### src/hw/rtl/gtfat_pkg.sv
// Package for the GTF attribute tokenizer.
// Holds the lexer codes, character constants and the structs shared by the modules.
// Depends on nothing.
package gtfat_pkg;

  localparam int unsigned PosW = 16;

  localparam logic [7:0] CH_SEMI   = 8'h3B;
  localparam logic [7:0] CH_SPACE  = 8'h20;
  localparam logic [7:0] CH_TAB    = 8'h09;
  localparam logic [7:0] CH_SQUOTE = 8'h27;
  localparam logic [7:0] CH_DQUOTE = 8'h22;

  typedef enum logic [2:0] {
    MODE_WAIT_KEY,
    MODE_EXT_KEY,
    MODE_WAIT_VALUE,
    MODE_EXT_VALUE,
    MODE_AFTER_QUOTE
  } mode_e;

  typedef enum logic [1:0] {
    QK_NONE,
    QK_SINGLE,
    QK_DOUBLE
  } quote_e;

  typedef enum logic [2:0] {
    ERR_NONE,
    ERR_QUOTE_IN_KEY,
    ERR_JUNK_AFTER_QUOTE,
    ERR_MISSING_VALUE,
    ERR_UNCLOSED_QUOTE
  } err_e;

  typedef enum logic [1:0] {
    ROLE_SEP,
    ROLE_KEY,
    ROLE_VALUE
  } role_e;

  typedef struct packed {
    mode_e  mode;
    quote_e quote;
    err_e   err;
  } lex_state_t;

  typedef struct packed {
    role_e role;
    logic  done;
    logic  is_key;
  } lex_out_t;

  function automatic logic is_blank(input logic [7:0] c);
    return (c == CH_SPACE) || (c == CH_TAB);
  endfunction

  function automatic logic is_term(input logic [7:0] c);
    return (c == CH_SPACE) || (c == CH_TAB) || (c == CH_SEMI);
  endfunction

  function automatic quote_e quote_of(input logic [7:0] c);
    quote_e q;
    q = QK_NONE;
    if (c == CH_SQUOTE) q = QK_SINGLE;
    if (c == CH_DQUOTE) q = QK_DOUBLE;
    return q;
  endfunction

endpackage

### src/hw/rtl/gtf_attribute_tokenizer.sv
// GTF attribute tokenizer top level: one byte per word, lexer state and a result register.
// A result is registered and appears in the cycle after its byte is accepted.
// Throughput: one byte per cycle while the output is taken; the result register frees each cycle it is taken.
// Reset: lexer, error latch and offset counter clear; no result is held.
// After a word with tlast the lexer state returns to its reset values.
// Depends on gtfat_pkg and gtfat_lex.
module gtf_attribute_tokenizer import gtfat_pkg::*; (
  input  logic        clk_i,
  input  logic        rst_ni,
  input  logic        s_axis_tvalid,
  output logic        s_axis_tready,
  input  logic [7:0]  s_axis_tdata,  // [7:0] in_byte
  input  logic        s_axis_tlast,
  output logic        m_axis_tvalid,
  input  logic        m_axis_tready,
  output logic [31:0] m_axis_tdata,  // [7:0] out_byte, [9:8] char_role, [10] token_done,
                                     // [11] token_is_key, [14:12] error_code,
                                     // [30:15] byte_offset, [31] zero
  output logic        m_axis_tlast
);

  lex_state_t        state_q, state_d, lex_next;
  lex_out_t          lex_out;
  logic [PosW-1:0]   pos_q, pos_d;
  logic              out_valid_q, out_valid_d;
  logic [31:0]       out_data_q, out_data_d;
  logic              out_last_q, out_last_d;
  logic              s_fire;

  gtfat_lex u_lex (
    .byte_i  (s_axis_tdata),
    .last_i  (s_axis_tlast),
    .state_i (state_q),
    .state_o (lex_next),
    .out_o   (lex_out)
  );

  assign s_axis_tready = !out_valid_q || m_axis_tready;
  assign s_fire        = s_axis_tvalid && s_axis_tready;

  always_comb begin
    state_d     = state_q;
    pos_d       = pos_q;
    out_valid_d = out_valid_q;
    out_data_d  = out_data_q;
    out_last_d  = out_last_q;
    if (m_axis_tready) out_valid_d = 1'b0;
    if (s_fire) begin
      out_valid_d = 1'b1;
      out_last_d  = s_axis_tlast;
      out_data_d  = {1'b0, pos_q, lex_next.err, lex_out.is_key, lex_out.done,
                     lex_out.role, s_axis_tdata};
      if (s_axis_tlast) begin
        state_d = '{mode: MODE_WAIT_KEY, quote: QK_NONE, err: ERR_NONE};
        pos_d   = '0;
      end else begin
        state_d = lex_next;
        if (pos_q != {PosW{1'b1}}) pos_d = pos_q + 1'b1;
      end
    end
  end

  always_ff @(posedge clk_i or negedge rst_ni) begin
    if (!rst_ni) begin
      state_q     <= '{mode: MODE_WAIT_KEY, quote: QK_NONE, err: ERR_NONE};
      pos_q       <= '0;
      out_valid_q <= 1'b0;
    end else begin
      state_q     <= state_d;
      pos_q       <= pos_d;
      out_valid_q <= out_valid_d;
    end
  end

  always_ff @(posedge clk_i) begin
    out_data_q <= out_data_d;
    out_last_q <= out_last_d;
  end

  assign m_axis_tvalid = out_valid_q;
  assign m_axis_tdata  = out_data_q;
  assign m_axis_tlast  = out_last_q;

  a_reset_after_last: assert property (@(posedge clk_i) disable iff (!rst_ni)
    s_fire && s_axis_tlast |=> pos_q == '0 && state_q.mode == MODE_WAIT_KEY
                               && state_q.err == ERR_NONE && state_q.quote == QK_NONE)
    else $error("lexer state not cleared after last byte");

  a_err_sticky: assert property (@(posedge clk_i) disable iff (!rst_ni)
    s_fire && !s_axis_tlast && state_q.err != ERR_NONE |=> state_q.err == $past(state_q.err))
    else $error("error latch changed within a string");

  a_pos_step: assert property (@(posedge clk_i) disable iff (!rst_ni)
    s_fire && !s_axis_tlast && pos_q != {PosW{1'b1}} |=> pos_q == $past(pos_q) + 1'b1)
    else $error("byte offset did not advance");

  a_key_needs_done: assert property (@(posedge clk_i) disable iff (!rst_ni)
    out_valid_q && out_data_q[11] |-> out_data_q[10])
    else $error("key flag without completed token");

  a_quote_only_in_value: assert property (@(posedge clk_i) disable iff (!rst_ni)
    state_q.quote != QK_NONE |-> state_q.mode == MODE_EXT_VALUE)
    else $error("quote open outside a value");

endmodule

### src/hw/rtl/gtfat_lex.sv
// Lexer step of the GTF attribute tokenizer: next state and byte role for one byte.
// Purely combinational; the caller holds the state registers.
// Depends on gtfat_pkg.
module gtfat_lex import gtfat_pkg::*; (
  input  logic [7:0] byte_i,
  input  logic       last_i,
  input  lex_state_t state_i,
  output lex_state_t state_o,
  output lex_out_t   out_o
);

  mode_e  mode_mid;
  quote_e quote_mid;

  always_comb begin
    mode_mid      = state_i.mode;
    quote_mid     = state_i.quote;
    state_o.err   = state_i.err;
    case (state_i.mode)
      MODE_EXT_KEY: begin
        if (is_blank(byte_i)) mode_mid = MODE_WAIT_VALUE;
      end
      MODE_WAIT_VALUE: begin
        if (!is_blank(byte_i)) begin
          mode_mid  = MODE_EXT_VALUE;
          quote_mid = quote_of(byte_i);
        end
      end
      MODE_EXT_VALUE: begin
        if (state_i.quote != QK_NONE) begin
          if (quote_of(byte_i) == state_i.quote) begin
            mode_mid  = MODE_AFTER_QUOTE;
            quote_mid = QK_NONE;
          end
        end else if (is_term(byte_i)) begin
          mode_mid = MODE_WAIT_KEY;
        end
      end
      MODE_AFTER_QUOTE: begin
        if (!is_term(byte_i) && state_o.err == ERR_NONE) state_o.err = ERR_JUNK_AFTER_QUOTE;
        mode_mid = MODE_WAIT_KEY;
      end
      default: begin
        mode_mid = MODE_WAIT_KEY;
        if (!is_term(byte_i)) begin
          if (quote_of(byte_i) != QK_NONE) begin
            if (state_o.err == ERR_NONE) state_o.err = ERR_QUOTE_IN_KEY;
          end else begin
            mode_mid = MODE_EXT_KEY;
          end
        end
      end
    endcase

    if (last_i && state_o.err == ERR_NONE) begin
      if (mode_mid == MODE_EXT_KEY || mode_mid == MODE_WAIT_VALUE) begin
        state_o.err = ERR_MISSING_VALUE;
      end else if (mode_mid == MODE_EXT_VALUE && quote_mid != QK_NONE) begin
        state_o.err = ERR_UNCLOSED_QUOTE;
      end
    end

    state_o.mode  = mode_mid;
    state_o.quote = quote_mid;
  end

  always_comb begin
    out_o.role   = ROLE_SEP;
    out_o.done   = 1'b0;
    out_o.is_key = 1'b0;
    case (state_i.mode)
      MODE_EXT_KEY: begin
        if (is_blank(byte_i)) begin
          out_o.done   = 1'b1;
          out_o.is_key = 1'b1;
        end else begin
          out_o.role = ROLE_KEY;
        end
      end
      MODE_WAIT_VALUE: begin
        if (!is_blank(byte_i) && quote_of(byte_i) == QK_NONE) out_o.role = ROLE_VALUE;
      end
      MODE_EXT_VALUE: begin
        if (state_i.quote != QK_NONE) begin
          if (quote_of(byte_i) == state_i.quote) out_o.done = 1'b1;
          else                                   out_o.role = ROLE_VALUE;
        end else if (is_term(byte_i)) begin
          out_o.done = 1'b1;
        end else begin
          out_o.role = ROLE_VALUE;
        end
      end
      MODE_AFTER_QUOTE: begin
        out_o.role = ROLE_SEP;
      end
      default: begin
        if (!is_term(byte_i) && quote_of(byte_i) == QK_NONE) out_o.role = ROLE_KEY;
      end
    endcase

    if (last_i && mode_mid == MODE_EXT_VALUE && quote_mid == QK_NONE) begin
      out_o.done   = 1'b1;
      out_o.is_key = 1'b0;
    end
  end

endmodule
### config.mk
export PLATFORM = sky130hd
export DESIGN_NAME = gtf_attribute_tokenizer
export DESIGN_NICKNAME = d
export VERILOG_FILES = /design/src/hw/rtl/gtfat_pkg.sv /design/src/hw/rtl/gtf_attribute_tokenizer.sv /design/src/hw/rtl/gtfat_lex.sv
export SDC_FILE = /design/constraint.sdc
export NUM_CORES = 1
export LEC_CHECK = 0
export ABC_AREA = 1
export BUFFER_PORTS_ARGS = -buffer_cell sky130_fd_sc_hd__buf_2
export CAP_MARGIN = 20
export CORE_MARGIN = 2
export CORE_UTILIZATION = 47
export CTS_BUF_LIST = sky130_fd_sc_hd__clkbuf_2
export DETAILED_ROUTE_END_ITERATION = 16
export PLACE_DENSITY = 0.74
export SYNTH_ARGS = -nofsm -noshare
export SYNTH_HDL_FRONTEND = slang
export SYNTH_SLANG_ARGS = --single-unit
### constraint.sdc
create_clock -name clk_i -period 4.1 [get_ports clk_i]
set_input_delay 0.82 -clock clk_i [delete_from_list [all_inputs] [get_ports clk_i]]
set_output_delay 0.82 -clock clk_i [all_outputs]
set_load 0.02 [all_outputs]
==> impl_metrics.ini <==
[outcome]
status = complete, no violations

[synthesis]
syn-cell-area_um2 = 2809
ys_types = 31
yosysWarnings = 0
avgSynthCellArea_um2 = 9.150
ys_ff_latch = 57
ys_seq_area_frac = 0.5648
syn-num-nets = 321
synth_edf_count = 32
synthCells = 307
synthFlopType = edfxtp_1
async_flop_share = 0.4386

[routing]
drt-total-wl_um = 5563
dr.pass1.iters = 7
antenna_left = 0
routed-wl-met2_um = 2538
wl_met1_um = 2545
viasPerCell = 5.052
wire_per_inst_um = 12.56
top_layer = met4
num_vias = 2238
wl_met3_um = 339
drt-initial-drc-count = 195
remaining_drc_errors = 0

[finish]
nets = 377
layout.cells.non_filler = 443
stdcell_area_um2 = 3226
post-route-util = 0.5513
num_antenna_cells = 0
drive_above_1_share = 0.2500
area_delta_synth_final_pct = 14.83

[grt]
grt_pass1_vias = 2027
antenna_found_initial = 0
grt_overflow_total = 0
grtUsageTotal = 0.1844
grt_max_degree = 40
grt_pass1_wl_um = 9073

[sta]
tightestPinTransition_ns = 0.5775
final.setup.tns_ns = 0
finalMaxSlewViolations = 0
relSlewSlack = 0.6135
finalCritPeriodShare = 0.4886
rsz0062_at_grt = false
fin_crit_ns = 2.003
fmax_mhz = 499.2
finalClockSkew_ns = 0.02112
hold_viol_final = 0
setup_violations = 0
fin_ws_ns = 2.097
holdWs_ns = 0.2853

[power]
peakVddDrop_uv = 160.4
seqPwrFrac = 0.575
intPower_uw = 835.3
p_sw_uw = 320.9
swShare = 0.2776
p_leak_nw = 1.495
powerDensity_nw_per_um2 = 358.4
power_mw = 1.156
pwr-share-comb = 0.130
clkPwrFrac = 0.295

[cts]
tritoncts = yes
clockBufferDepth = 2
ctsResizeCount = 0
cts_root_buffer = clkbuf_2
cts_buffers = 9
cts_setup_buffers = 0
ctsHoldBuffers = 0
clock_latency_ns = 0.49
ctsHtreeMaxLevel = 3
path_clk_slew_ns = 0.16
clkSinkCount = 57

[worst_setup_path]
slowest_stage = buf_2
arrival_ns = 1.18
critical_path_required_ns = 3.28
crit_type = input port to output pin
slowest_delay_ns = 0.16
startpoint = m_axis_tready
cp_cell_sequence = buf_2 -> inv_1 -> nand2_2 -> buf_2
critPathLaunchType = input port
endpoint_kind = output pin
crit-reg2reg-launch = pos_q[0]
path_max_fanout = 3
path_common_cell = buf_2

[placement]
dp_slack_ns = 1.751
numPortBuffers = 46
dp.cells = 427
dpl_cell_area_um2 = 3122
globalplace.congestion = 0.8873
dpl.hpwl_um = 4051

[floorplanning]
initial_core_util = 0.4801
rows = 28
die_y_um = 81.31
die_w_um = 81.31
die_area_um2 = 6611
io_pins = 48
core_um2 = 5851

[job]
max_cap_violations = 0

[min_path]
hp-class = input port to asynchronous set/reset pin
==> power groups by stage <==
stage,sequential [mW],combinational (mW),clock [mW]
2_1_floorplan,0.705,0.0707,0
3_3_place_gp,0.676,0.150,0
3_5_place_dp,0.676,0.153,0
4_1_cts,0.665,0.153,0.351
5_1_grt,0.669,0.170,0.372
6_report,0.664,0.151,0.341
==> registers in the layout, summed over array words and instances (netlist names) <==
signal and flops:
state_q 8, m_axis_tdata 31, pos_q 16, m_axis_tlast 1
m_axis_tvalid 1
==> cell type report <==
| type | instances | area [um2] |
|---|---|---|
| Clock buffer | 12 | 60.06 |
| Multi-Input combinational cell | 203 | 1033 |
| Timing Repair Buffer | 47 | 237.7 |
| Inverter | 45 | 170.2 |
| Fill cell | 538 | 2625 |
| Clock inverter | 4 | 43.79 |
| Sequential cell | 57 | 1587 |
| Tap cell | 75 | 93.84 |
==> path summary, 6_finish.rpt <==
check / to / slack, ns / cells past startpoint
worst max-delay path: s_axis_tready / 2.10 / 4
worst min-delay path: pos_q[3] / 0.29 / 1
worst max register to register: pos_q[8] / 2.26 / 9
worst min register to register: m_axis_tdata[23] / 0.50 / 0
max in group asynchronous: pos_q[12] / 3.43 / 1
min in group clk_i: m_axis_tdata[23] / 0.50 / 0
==> critical path, delay by kind of cell <==
| kind | cells | cell delay (ns) |
|---|---|---|
| simple gates | 1 | 0.06 |
| buf+inv | 3 | 0.31 |
==> layout by cell type (no fill, tap or decap), types with 2 or more instances in the layout <==
| master | netlist | routed |
|---|---|---|
| nand2_2 | 10 | 10 |
| nor3_1 | 7 | 7 |
| o21ai_1 | 5 | 5 |
| nor2_1 | 37 | 37 |
| nand3b_1 | 3 | 3 |
| inv_1 | 40 | 40 |
| o21ai_0 | 8 | 8 |
| edfxtp_1 | 32 | 32 |
| buf_2 | 0 | 46 |
| clkbuf_2 | 0 | 12 |
| dfrtp_1 | 25 | 25 |
| o22ai_1 | 3 | 3 |
| nand2_1 | 65 | 65 |
| a211oi_1 | 2 | 2 |
| o31ai_1 | 3 | 3 |
| clkinv_2 | 1 | 3 |
| xor2_1 | 4 | 4 |
| nand3_1 | 20 | 20 |
| a21oi_1 | 7 | 7 |
| nand4_1 | 9 | 9 |
| nand3_2 | 2 | 2 |
| inv_2 | 4 | 4 |
| nor2_4 | 4 | 4 |
| nor2_2 | 7 | 7 |
==> per-layer routing <==
metal,vias to the layer above,GRT usage
met5,-,0
met3,11,0.04333
met4,0,0.1017
li1,1126,-
met1,1023,0.2421
met2,78,0.2811
==> synth_stat cells, drive strengths merged (2+ instances only) <==
| cell | n | area [um2] |
|---|---|---|
| xor2 | 4 | 35.03 |
| nand2 | 75 | 306.5 |
| inv | 44 | 165.1 |
| nor3 | 8 | 51.30 |
| nor2 | 48 | 227.7 |
| buf | 2 | 18.77 |
| o31ai | 3 | 22.52 |
| edfxtp | 32 | 960.9 |
| nand3 | 23 | 137.6 |
| a211oi | 2 | 15.01 |
| dfrtp | 25 | 625.6 |
| o21ai | 13 | 65.06 |
| a21oi | 7 | 35.03 |
| o22ai | 3 | 18.77 |
| nand3b | 3 | 22.52 |
| nand4 | 9 | 56.30 |
==> logic make-up after synthesis <==
family / share of synthesized area
other: 0.001335
AO/OA/AOI/OAI: 0.06414
AND/OR/NAND/NOR: 0.2855
adder cells (fa/ha/maj): 0.004454
buffers and inverters: 0.06726
XOR/XNOR: 0.01247
flip-flops: 0.5648
Power figures use the tool's default switching activity.
